--- src/rtl/core/bsfd_pkg.sv ---
`timescale 1ns / 1ps
// ----------------------------------------------------------------------------
// Byte-stuffed frame decoder package
// Constants, status codes, result word type and the byte-wise CRC-16 step.
// ----------------------------------------------------------------------------
package bsfd_pkg;

    localparam logic [7:0]  FLAG_BYTE = 8'h7E;
    localparam logic [7:0]  ESC_BYTE  = 8'h7D;
    localparam logic [7:0]  ESC_XOR   = 8'h20;
    localparam logic [15:0] CRC_GENERATOR = 16'h1021;
    localparam logic [15:0] CRC_INIT  = 16'hFFFF;
    localparam logic [15:0] MAX_PAYLOAD_RESET = 16'd256;
    localparam logic [15:0] COUNT_MAX = 16'hFFFF;

    typedef enum logic [2:0] {
        ST_OK         = 3'd0,
        ST_BAD_ESCAPE = 3'd1,
        ST_TOO_SHORT  = 3'd2,
        ST_CRC_ERROR  = 3'd3,
        ST_TOO_LONG   = 3'd4
    } status_t;

    typedef struct packed {
        logic        is_end;
        logic [7:0]  payload_byte;
        logic [2:0]  status;
        logic [15:0] frame_length;
    } result_t;

    typedef struct packed {
        logic    valid;
        result_t data;
    } core_result_t;

    // CRC-16/CCITT-FALSE, MSB first, one byte per call
    function automatic logic [15:0] crc_update(input logic [15:0] crc, input logic [7:0] b);
        logic [15:0] c;
        c = crc ^ {b, 8'h00};
        for (int i = 0; i < 8; i++) begin
            if (c[15])
            begin
                c = {c[14:0], 1'b0} ^ CRC_GENERATOR;
            end
            else
            begin
                c = {c[14:0], 1'b0};
            end
        end
        return c;
    endfunction

endpackage

--- src/rtl/core/bsfd_if.sv ---
`timescale 1ns / 1ps
// ----------------------------------------------------------------------------
// Byte-stuffed frame decoder channels
// Valid/ready channels for line bytes in and decoded results out.
// ----------------------------------------------------------------------------
interface bsfd_in_if;
    logic       valid;
    logic       ready;
    logic [7:0] line_byte;

    modport source (output valid, output line_byte, input ready);
    modport sink   (input valid, input line_byte, output ready);
endinterface

interface bsfd_out_if;
    logic        valid;
    logic        ready;
    logic        is_end;
    logic [7:0]  payload_byte;
    logic [2:0]  status;
    logic [15:0] frame_length;

    modport source (output valid, output is_end, output payload_byte, output status,
                    output frame_length, input ready);
    modport sink   (input valid, input is_end, input payload_byte, input status,
                    input frame_length, output ready);
endinterface

--- src/rtl/core/byte_stuffed_frame_decoder_top.sv ---
`timescale 1ns / 1ps
// ----------------------------------------------------------------------------
// Byte-stuffed frame decoder top level
// Input register, decoder core and result register on valid/ready channels.
// ----------------------------------------------------------------------------
// Path: an accepted line byte is registered in the input register, and its result word in the result register.
// Throughput: one line byte per cycle; the input register drains whenever the
// result register is empty or being taken, so ready drops only under a stall.
// Reset: asynchronous, active low; hunts for a flag, max_payload returns to 256.
module byte_stuffed_frame_decoder_top (
    input  logic        clk,
    input  logic        rst_n,
    input  logic        cfg_wr_en,
    input  logic [15:0] cfg_wr_data,
    bsfd_in_if.sink     line_in,
    bsfd_out_if.source  frame_out
);
    import bsfd_pkg::*;

    logic         in_valid_reg;
    logic [7:0]   in_byte_reg;
    logic         out_valid_reg;
    result_t      out_data_reg;
    logic         process;
    core_result_t core_res;

    assign process       = in_valid_reg && (!out_valid_reg || frame_out.ready);
    assign line_in.ready = !in_valid_reg || process;

    bsfd_core u_core (
        .clk         (clk),
        .rst_n       (rst_n),
        .cfg_wr_en   (cfg_wr_en),
        .cfg_wr_data (cfg_wr_data),
        .step        (process),
        .line_byte   (in_byte_reg),
        .result      (core_res)
    );

    always_ff @(posedge clk or negedge rst_n)
    begin
        if (!rst_n)
        begin
            in_valid_reg  <= 1'b0;
            out_valid_reg <= 1'b0;
        end
        else
        begin
            if (line_in.ready)
            begin
                in_valid_reg <= line_in.valid;
            end
            if (process && core_res.valid)
            begin
                out_valid_reg <= 1'b1;
            end
            else if (frame_out.ready)
            begin
                out_valid_reg <= 1'b0;
            end
        end
    end

    always_ff @(posedge clk)
    begin
        if (line_in.valid && line_in.ready)
        begin
            in_byte_reg <= line_in.line_byte;
        end
        if (process && core_res.valid)
        begin
            out_data_reg <= core_res.data;
        end
    end

    assign frame_out.valid        = out_valid_reg;
    assign frame_out.is_end       = out_data_reg.is_end;
    assign frame_out.payload_byte = out_data_reg.payload_byte;
    assign frame_out.status       = out_data_reg.status;
    assign frame_out.frame_length = out_data_reg.frame_length;

endmodule

--- src/rtl/core/bsfd_core.sv ---
`timescale 1ns / 1ps
// ----------------------------------------------------------------------------
// Byte-stuffed frame decoder core
// Frame state, unstuffing, CRC, two-byte delay and end-of-frame status.
// ----------------------------------------------------------------------------
module bsfd_core (
    input  logic                  clk,
    input  logic                  rst_n,
    input  logic                  cfg_wr_en,
    input  logic [15:0]           cfg_wr_data,
    input  logic                  step,
    input  logic [7:0]            line_byte,
    output bsfd_pkg::core_result_t result
);
    import bsfd_pkg::*;

    logic        in_frame_reg, in_frame_next;
    logic        esc_pend_reg, esc_pend_next;
    logic        esc_err_reg, esc_err_next;
    logic [15:0] crc_reg, crc_next;
    logic [7:0]  delay0_reg, delay0_next;
    logic [7:0]  delay1_reg, delay1_next;
    logic [1:0]  fill_reg, fill_next;
    logic [15:0] count_reg, count_next;
    logic [15:0] max_payload_reg;

    logic        push;
    logic [7:0]  data_byte;
    logic [7:0]  unesc_byte;
    status_t     end_status;

    assign unesc_byte = line_byte ^ ESC_XOR;

    always_comb
    begin
        if (esc_err_reg || esc_pend_reg)
        begin
            end_status = ST_BAD_ESCAPE;
        end
        else if (fill_reg != 2'd2)
        begin
            end_status = ST_TOO_SHORT;
        end
        else if (crc_reg != 16'd0)
        begin
            end_status = ST_CRC_ERROR;
        end
        else if (count_reg > max_payload_reg)
        begin
            end_status = ST_TOO_LONG;
        end
        else
        begin
            end_status = ST_OK;
        end
    end

    always_comb
    begin
        in_frame_next = in_frame_reg;
        esc_pend_next = esc_pend_reg;
        esc_err_next  = esc_err_reg;
        crc_next      = crc_reg;
        delay0_next   = delay0_reg;
        delay1_next   = delay1_reg;
        fill_next     = fill_reg;
        count_next    = count_reg;
        push          = 1'b0;
        data_byte     = line_byte;
        result        = '0;

        if (step)
        begin
            if (!in_frame_reg)
            begin
                if (line_byte == FLAG_BYTE)
                begin
                    in_frame_next = 1'b1;
                    esc_pend_next = 1'b0;
                    esc_err_next  = 1'b0;
                    crc_next      = CRC_INIT;
                    delay0_next   = '0;
                    delay1_next   = '0;
                    fill_next     = '0;
                    count_next    = '0;
                end
            end
            else if (line_byte == FLAG_BYTE)
            begin
                // idle flag when nothing arrived since the opening flag
                if (fill_reg != 2'd0 || esc_pend_reg || esc_err_reg)
                begin
                    result.valid             = 1'b1;
                    result.data.is_end       = 1'b1;
                    result.data.status       = end_status;
                    result.data.frame_length = count_reg;
                    esc_pend_next = 1'b0;
                    esc_err_next  = 1'b0;
                    crc_next      = CRC_INIT;
                    delay0_next   = '0;
                    delay1_next   = '0;
                    fill_next     = '0;
                    count_next    = '0;
                end
            end
            else if (esc_pend_reg)
            begin
                esc_pend_next = 1'b0;
                data_byte     = unesc_byte;
                push          = 1'b1;
                if (unesc_byte != FLAG_BYTE && unesc_byte != ESC_BYTE)
                begin
                    esc_err_next = 1'b1;
                end
            end
            else if (line_byte == ESC_BYTE)
            begin
                esc_pend_next = 1'b1;
            end
            else
            begin
                push = 1'b1;
            end
        end

        if (push)
        begin
            crc_next = crc_update(crc_reg, data_byte);
            if (fill_reg == 2'd2)
            begin
                // emit the oldest byte; the last two stay back as CRC candidates
                result.valid             = 1'b1;
                result.data.payload_byte = delay0_reg;
                delay0_next              = delay1_reg;
                delay1_next              = data_byte;
                if (count_reg != COUNT_MAX)
                begin
                    count_next = count_reg + 16'd1;
                end
            end
            else
            begin
                if (fill_reg[0])
                begin
                    delay1_next = data_byte;
                end
                else
                begin
                    delay0_next = data_byte;
                end
                fill_next = fill_reg + 2'd1;
            end
        end
    end

    always_ff @(posedge clk or negedge rst_n)
    begin
        if (!rst_n)
        begin
            in_frame_reg    <= 1'b0;
            esc_pend_reg    <= 1'b0;
            esc_err_reg     <= 1'b0;
            crc_reg         <= CRC_INIT;
            delay0_reg      <= '0;
            delay1_reg      <= '0;
            fill_reg        <= '0;
            count_reg       <= '0;
            max_payload_reg <= MAX_PAYLOAD_RESET;
        end
        else
        begin
            in_frame_reg <= in_frame_next;
            esc_pend_reg <= esc_pend_next;
            esc_err_reg  <= esc_err_next;
            crc_reg      <= crc_next;
            delay0_reg   <= delay0_next;
            delay1_reg   <= delay1_next;
            fill_reg     <= fill_next;
            count_reg    <= count_next;
            if (cfg_wr_en)
            begin
                max_payload_reg <= cfg_wr_data;
            end
        end
    end

endmodule

--- src/flat_wrapper.sv ---
// flat-port wrapper written by rule: the top's interface ports become plain ports
module byte_stuffed_frame_decoder_top_flat import bsfd_pkg::*;
  (clk, rst_n, cfg_wr_en, cfg_wr_data, line_in_valid, line_in_line_byte, line_in_ready, frame_out_valid, frame_out_is_end, frame_out_payload_byte, frame_out_status, frame_out_frame_length, frame_out_ready);
  bsfd_in_if line_in_i ();
  bsfd_out_if frame_out_i ();
  input  logic clk;
  input  logic rst_n;
  input  logic cfg_wr_en;
  input  logic [15:0] cfg_wr_data;
  input wire logic [$bits(line_in_i.valid)-1:0] line_in_valid;
  input wire logic [$bits(line_in_i.line_byte)-1:0] line_in_line_byte;
  output wire logic [$bits(line_in_i.ready)-1:0] line_in_ready;
  output wire logic [$bits(frame_out_i.valid)-1:0] frame_out_valid;
  output wire logic [$bits(frame_out_i.is_end)-1:0] frame_out_is_end;
  output wire logic [$bits(frame_out_i.payload_byte)-1:0] frame_out_payload_byte;
  output wire logic [$bits(frame_out_i.status)-1:0] frame_out_status;
  output wire logic [$bits(frame_out_i.frame_length)-1:0] frame_out_frame_length;
  input wire logic [$bits(frame_out_i.ready)-1:0] frame_out_ready;
  assign line_in_i.valid = line_in_valid;
  assign line_in_i.line_byte = line_in_line_byte;
  assign line_in_ready = line_in_i.ready;
  assign frame_out_valid = frame_out_i.valid;
  assign frame_out_is_end = frame_out_i.is_end;
  assign frame_out_payload_byte = frame_out_i.payload_byte;
  assign frame_out_status = frame_out_i.status;
  assign frame_out_frame_length = frame_out_i.frame_length;
  assign frame_out_i.ready = frame_out_ready;
  byte_stuffed_frame_decoder_top u_core (.clk(clk), .rst_n(rst_n), .cfg_wr_en(cfg_wr_en), .cfg_wr_data(cfg_wr_data), .line_in(line_in_i), .frame_out(frame_out_i));
endmodule
--- config.mk ---
export PLATFORM = sky130hd
export DESIGN_NAME = byte_stuffed_frame_decoder_top_flat
export DESIGN_NICKNAME = d
export VERILOG_FILES = /design/src/rtl/core/bsfd_pkg.sv /design/src/rtl/core/bsfd_if.sv /design/src/rtl/core/byte_stuffed_frame_decoder_top.sv /design/src/rtl/core/bsfd_core.sv /design/src/flat_wrapper.sv
export SDC_FILE = /design/constraint.sdc
export NUM_CORES = 1
export LEC_CHECK = 0
export BUFFER_PORTS_ARGS = -buffer_cell sky130_fd_sc_hd__buf_2
export CELL_PAD_IN_SITES_DETAIL_PLACEMENT = 0
export CELL_PAD_IN_SITES_GLOBAL_PLACEMENT = 2
export CORE_UTILIZATION = 40
export CTS_BUF_LIST = sky130_fd_sc_hd__clkbuf_4 sky130_fd_sc_hd__clkbuf_8
export DETAILED_ROUTE_END_ITERATION = 10
export PLACE_DENSITY_LB_ADDON = 0.1
export SLEW_MARGIN = 30
export SYNTH_ARGS = -nofsm -noshare
export SYNTH_HDL_FRONTEND = slang
export SYNTH_SLANG_ARGS = --single-unit
--- constraint.sdc ---
create_clock -name clk -period 3 [get_ports clk]
set_input_delay 0.3 -clock clk [delete_from_list [all_inputs] [get_ports clk]]
set_output_delay 0.3 -clock clk [all_outputs]
set_load 0.005 [all_outputs]
==> impl_metrics.py, run 1 <==
metrics = {
    "run_status": {
        "status": "complete, no violations",
    },
    "setup_path": {
        "arrival_ns": 2.53,
        "cpMaxStageDelayCell": "or2_2",
        "r2r_setup_slack_ns": 0.49,
        "end_kind": "flop",
        "critical_path.top_delay_family": "simple AND/OR/NAND/NOR gates",
        "timing.rr.start": "u_core.in_byte_reg[0]",
        "path_buf_inv": 1,
        "crit_path_cell_trace": "nand2b_1, a211oi_1, buf_4, nor2_1, or2_2",
        "required_ns": 3.03,
        "worstRegToRegCells": 5,
        "crit_cells": 5,
        "critical_path_class": "reg -> reg",
        "regToRegEndpoint": "u_core.frame_out.payload_byte[2]",
        "path_max_fanout": 28,
        "start_kind": "flop",
        "worst_path_largest_cell_delay_ns": 0.65,
    },
    "place": {
        "dpl_cell_area_sq_um": 5690,
        "place_hpwl_um": 8950,
        "io_buffers": 58,
        "gp_congestion": 0.754,
    },
    "timing": {
        "final_hold_viol_count": 0,
        "fin_crit_ns": 2.51,
        "final_max_slew_viol_count": 0,
        "worst_pin_slew_ns": 0.680,
        "fmaxAchievable_mhz": 399,
        "setup_viol": 0,
        "relSlewSlack_pct": 54.7,
        "clock_skew_ns": 0.0107,
        "rsz0062_at_grt": "no",
        "finalSetupTns_ns": 0,
        "fin_crit_sh_pct": 83.5,
    },
    "yosys": {
        "synth_cell_types": 56,
        "synth_cells": 453,
        "syn_avg_cell_area_sq_um": 11.3,
        "synth_top_flop_cell": "dfrtp_1",
        "yosysSeqAreaShare_pct": 56.0,
        "synth_enable_flop_cells": 36,
        "ys_async_sr_fraction_pct": 66.4,
        "synth.cell_area_sq_um": 5140,
        "ys_warn_count": 0,
        "synth-seq-cells": 107,
        "synth_fp_nets": 499,
    },
    "clock_tree": {
        "ctsResizeCount": 0,
        "cts_max_path_buffers": 2,
        "insertion_delay_ns": 0.39,
        "clock-root-buffer": "clkbuf_8",
        "cts_setup_buffers": 0,
        "cts_max_level": 3,
        "clock-sinks": 107,
        "path_clk_slew_ns": 0.10,
        "cts_buffers": 9,
        "postCtsHoldBufs": 0,
        "cts_tree": "done",
    },
    "global_route": {
        "antenna_found_initial": 0,
        "grt_pass1_wl_um": 19900,
        "grt_max_degree": 72,
        "grt_use_total_pct": 20.4,
        "grt_pass1_vias": 3605,
        "overflow": 0,
    },
    "routing": {
        "routedWlPerCell_um": 17.7,
        "ant_nets": 0,
        "totalWireLength_um": 12300,
        "drc_errors": 0,
        "drtIter0Drc": 190,
        "num_vias": 3717,
        "avgViaCountPerCell": 5.33,
        "dr.pass1.iters": 4,
    },
    "floorplanning": {
        "start_util_pct": 40.9,
        "dieHeight_um": 115,
        "chipWidth_um": 115,
        "core_sq_um": 12600,
        "die_area_sq_um": 13300,
        "num_rows": 41,
        "ios": 59,
    },
    "pwr": {
        "leakage_nw": 2.72,
        "ir_worst_vdd_v": 0.000456,
        "power_density_nw_per_um2": 711,
    },
    "cells_and_area": {
        "design_area_sq_um": 5940,
        "area_growth_pct": 15.5,
        "diodes": 0,
        "final_nets": 567,
        "layout_commonest_cell": "buf_2",
        "drive_gt1_share_pct": 22.6,
        "layout_common_cells": "buf_2 (58), nand2_1 (55), dfrtp_1 (54)",
    },
    "hold_path": {
        "hp-class": "in -> async",
    },
    "run": {
        "cap_violations": 0,
    },
}
==> routing by layer <==
layer  global-route usage [%]  up-vias  routed length, um
met4                     8.66        0                289
li1                         -     1797                  -
met2                     34.3       68               6310
met1                     26.1     1834               5400
met3                     3.11       18                340
met5                        0        -                  0
==> cell families (layout without fill, tap and decap cells) <==
family	count (synthesis)	count (layout)	share of synthesized area (%)
compound gates	97	97	13.8
xor+xnor	27	27	5.14
fa+ha+maj	17	17	4.14
buf+inv	35	108	2.68
flops	107	107	56.0
mux	2	2	0.414
simple gates	168	168	17.9
==> how the worst max path moves through the flow <==
stage,start,end,slack [ns]
floorplan,u_core.in_byte_reg[0],u_core.frame_out.frame_length[0],0.70
global placement,u_core.in_byte_reg[0],u_core.frame_out.frame_length[7],0.59
detailed placement,u_core.in_byte_reg[0],u_core.frame_out.frame_length[7],0.48
CTS,u_core.in_byte_reg[0],u_core.frame_out.payload_byte[3],0.47
global route,u_core.in_byte_reg[0],u_core.frame_out.payload_byte[3],0.27
finish,u_core.in_byte_reg[0],u_core.frame_out.payload_byte[2],0.49
==> through the flow <==
step	power (mW)	setup WS (ns)	utilization, %	cells	hold WS [ns]
finish	4.22	0.494	47.2	698	0.0150
global route	4.47	0.275	47.2	698	0.0575
CTS	4.27	0.465	47.2	698	0.0562
detailed placement	3.17	0.476	45.3	682	0.478
global placement	3.16	0.588	45.3	682	0.478
floorplan	2.88	0.701	-	453	0.00441
==> final cells by class <==
cell class	instances	area, sq um
Clock buffer	11	145
Clock inverter	5	100
Fill cell	1184	6630
Inverter	20	75.1
Multi-Input combinational cell	311	2120
Sequential cell	107	2880
Tap cell	172	215
Timing Repair Buffer	72	399
==> Yosys cell counts (8+ instances only) <==
cell type / number / area, sq um
nand4_1: 8 / 50.1
and2_1: 19 / 119
xnor2_1: 17 / 149
a21oi_1: 8 / 40.0
clkbuf_1: 9 / 33.8
and3_1: 16 / 100
inv_1: 20 / 75.1
xor2_1: 8 / 70.1
edfxtp_1: 36 / 1080
o21ai_0: 28 / 140
o211ai_1: 12 / 90.1
a2bb2oi_1: 14 / 123
ha_1: 17 / 213
dfrtp_1: 54 / 1350
nand3_1: 17 / 85.1
dfstp_2: 17 / 447
nor2_1: 9 / 33.8
nand2_1: 55 / 206
==> report_power, final <==
part           switching (mW)  total (mW)  internal, mW  leakage [nW]
sequential              0.284        2.15          1.87          1.28
clock                   0.498        1.08         0.584         0.127
combinational           0.473       0.989         0.515          1.31
Power figures use the tool's default switching activity.
==> run 2: changes to the inputs <==
--- a/config.mk
+++ b/config.mk
@@ -8,7 +8,7 @@
 export BUFFER_PORTS_ARGS = -buffer_cell sky130_fd_sc_hd__buf_2
 export CELL_PAD_IN_SITES_DETAIL_PLACEMENT = 0
 export CELL_PAD_IN_SITES_GLOBAL_PLACEMENT = 2
-export CORE_UTILIZATION = 40
+export CORE_UTILIZATION = 36
 export CTS_BUF_LIST = sky130_fd_sc_hd__clkbuf_4 sky130_fd_sc_hd__clkbuf_8
 export DETAILED_ROUTE_END_ITERATION = 10
 export PLACE_DENSITY_LB_ADDON = 0.1
==> constraint.sdc (replaced) <==
create_clock -name clk -period 2.1 [get_ports clk]
set_input_delay 0.21 -clock clk [delete_from_list [all_inputs] [get_ports clk]]
set_output_delay 0.21 -clock clk [all_outputs]
set_load 0.005 [all_outputs]
==> run 2 against run 1 <==
Compared with the run above:
- hold slack better by 0.011 ns
- clock skew is 0.0041 ns higher
- sequential share of layout area is 2.5 points lower
- global-route usage down 2.0 points
- clock power is 22% higher
- sequential cell count did not move
==> impl_metrics.py, run 2 (synthesis gave the netlist of run 1 again) <==
metrics = {
    "routing": {
        "dr.pass1.iters": 4,
        "num_vias": 3774,
        "totalWireLength_um": 12400,
        "drtIter0Drc": 182,
        "routedWlPerCell_um": 16.7,
        "avgViaCountPerCell": 5.08,
        "drc_errors": 0,
        "ant_nets": 0,
    },
    "floorplanning": {
        "ios": 59,
        "core_sq_um": 13900,
        "die_area_sq_um": 14800,
        "num_rows": 43,
        "dieHeight_um": 122,
        "start_util_pct": 37.0,
        "chipWidth_um": 122,
    },
    "global_route": {
        "grt_max_degree": 72,
        "overflow": 0,
        "grt_use_total_pct": 18.4,
        "antenna_found_initial": 0,
        "grt_pass1_vias": 3726,
        "grt_pass1_wl_um": 20200,
    },
    "clock_tree": {
        "cts_buffers": 9,
        "clock-root-buffer": "clkbuf_8",
        "cts_max_level": 3,
        "path_clk_slew_ns": 0.10,
        "insertion_delay_ns": 0.39,
        "clock-sinks": 107,
        "cts_tree": "done",
        "cts_max_path_buffers": 2,
    },
    "hold_path": {
        "hp-class": "in -> reg",
    },
    "timing": {
        "fin_crit_sh_pct": 94.9,
        "fin_crit_ns": 1.99,
        "final_hold_viol_count": 0,
        "fmaxAchievable_mhz": 502,
        "finalSetupTns_ns": 0,
        "relSlewSlack_pct": 60.5,
        "clock_skew_ns": 0.0149,
        "setup_viol": 0,
        "worst_pin_slew_ns": 0.587,
        "final_max_slew_viol_count": 0,
        "postLayoutSetupSlackWorst_ns": 0.106,
    },
    "setup_path": {
        "arrival_ns": 2.27,
        "crit_path_cell_trace": "or3b_1, a211o_2, nand2_1, nor3_1, a221o_2",
        "path_max_fanout": 6,
        "critical_path_class": "reg -> reg",
        "cpMaxStageDelayCell": "edfxtp_1",
        "end_kind": "flop",
        "start_kind": "flop",
        "r2r_setup_slack_ns": 0.11,
        "worst_path_largest_cell_delay_ns": 0.44,
        "required_ns": 2.37,
    },
    "cells_and_area": {
        "final_nets": 604,
        "design_area_sq_um": 6260,
        "drive_gt1_share_pct": 26.5,
        "layout_commonest_cell": "buf_2",
        "diodes": 0,
        "postLayoutCoreUtil_pct": 45.1,
        "layout_common_cells": "buf_2 (58), nand2_1 (55), dfrtp_1 (54)",
        "area_growth_pct": 21.8,
    },
    "run_status": {
        "status": "complete, no violations",
    },
    "pwr": {
        "p_total_mw": 5.88,
        "leakage_nw": 2.89,
        "ir_worst_vdd_v": 0.000620,
        "power_density_nw_per_um2": 940,
    },
    "run": {
        "cap_violations": 0,
    },
    "place": {
        "io_buffers": 58,
        "gp_congestion": 0.847,
        "dpl_cell_area_sq_um": 5950,
        "pre_cts_slack_ns": 0.135,
        "place_hpwl_um": 8970,
    },
}
## run 2: changes by cell type in the layout (fill, tap and decap cells not counted), sizes merged
| cell | delta |
|---|---|
| buf | +28 |
| bufinv | -2 |
| clkbuf | +1 |
| clkinvlp | +1 |
| dlygate4sd3 | +9 |
## run 2: power by group
group          internal (mW)  switching, mW
logic                  0.831          0.737
registers               2.66          0.336
clock network          0.612          0.703
## run 2: cell type report
| type | instances | area (sq um) |
|---|---|---|
| fill | 1352 | 7620 |
| sequential | 107 | 2880 |
| inverter | 20 | 75.1 |
| clock buffer | 12 | 153 |
| tap | 180 | 225 |
| clock inverter | 4 | 51.3 |
| timing repair buffer | 109 | 733 |
| multi-input combinational | 311 | 2140 |
## run 2: worst paths after layout
path                                             start                           to  cells after the start
setup reg to reg                 u_core.in_byte_reg[1]  u_core.u_core.delay0_reg[3]                      5
min in group asynchronous                        rst_n  u_core.u_core.count_reg[10]                      3
max in group asynchronous                        rst_n    u_core.u_core.crc_reg[14]                      3
setup / recovery                 u_core.in_byte_reg[1]  u_core.u_core.delay0_reg[3]                      5
hold / removal                           line_in_valid          u_core.in_valid_reg                      2
hold reg to reg            u_core.u_core.delay0_reg[0]  u_core.u_core.delay0_reg[0]                      1
## run 2: worst max-delay path, delay by kind of cell (launching register included)
kind / cells / cell delay, ns
compound gates: 2 / 0.74
flops: 1 / 0.44
simple gates: 3 / 0.71
## run 2: metal layers
layer | share of wire [%] | GRT usage (%) | up-vias
met5 | 0 | 0 | -
met4 | 2.9 | 8.72 | 0
met3 | 3.1 | 3.05 | 24
met2 | 48 | 29.9 | 71
met1 | 46 | 23.8 | 1805
li1 | - | - | 1874
## run 2: what timing repair did
action,CTS,global route
endpoints found under the setup margin,0,22
hold buffers,9,0
gates resized for setup,0,3
setup buffers,0,0
endpoints found under the hold margin,62,0
## run 2: metrics by stage
step / std cells / hold slack, ns
after floorplan: 453 / -0.0856
after global placement: 718 / 0.274
after detailed placement: 718 / 0.278
after CTS: 743 / 0.0143
after global routing: 743 / 0.0256
final: 743 / 0.0263
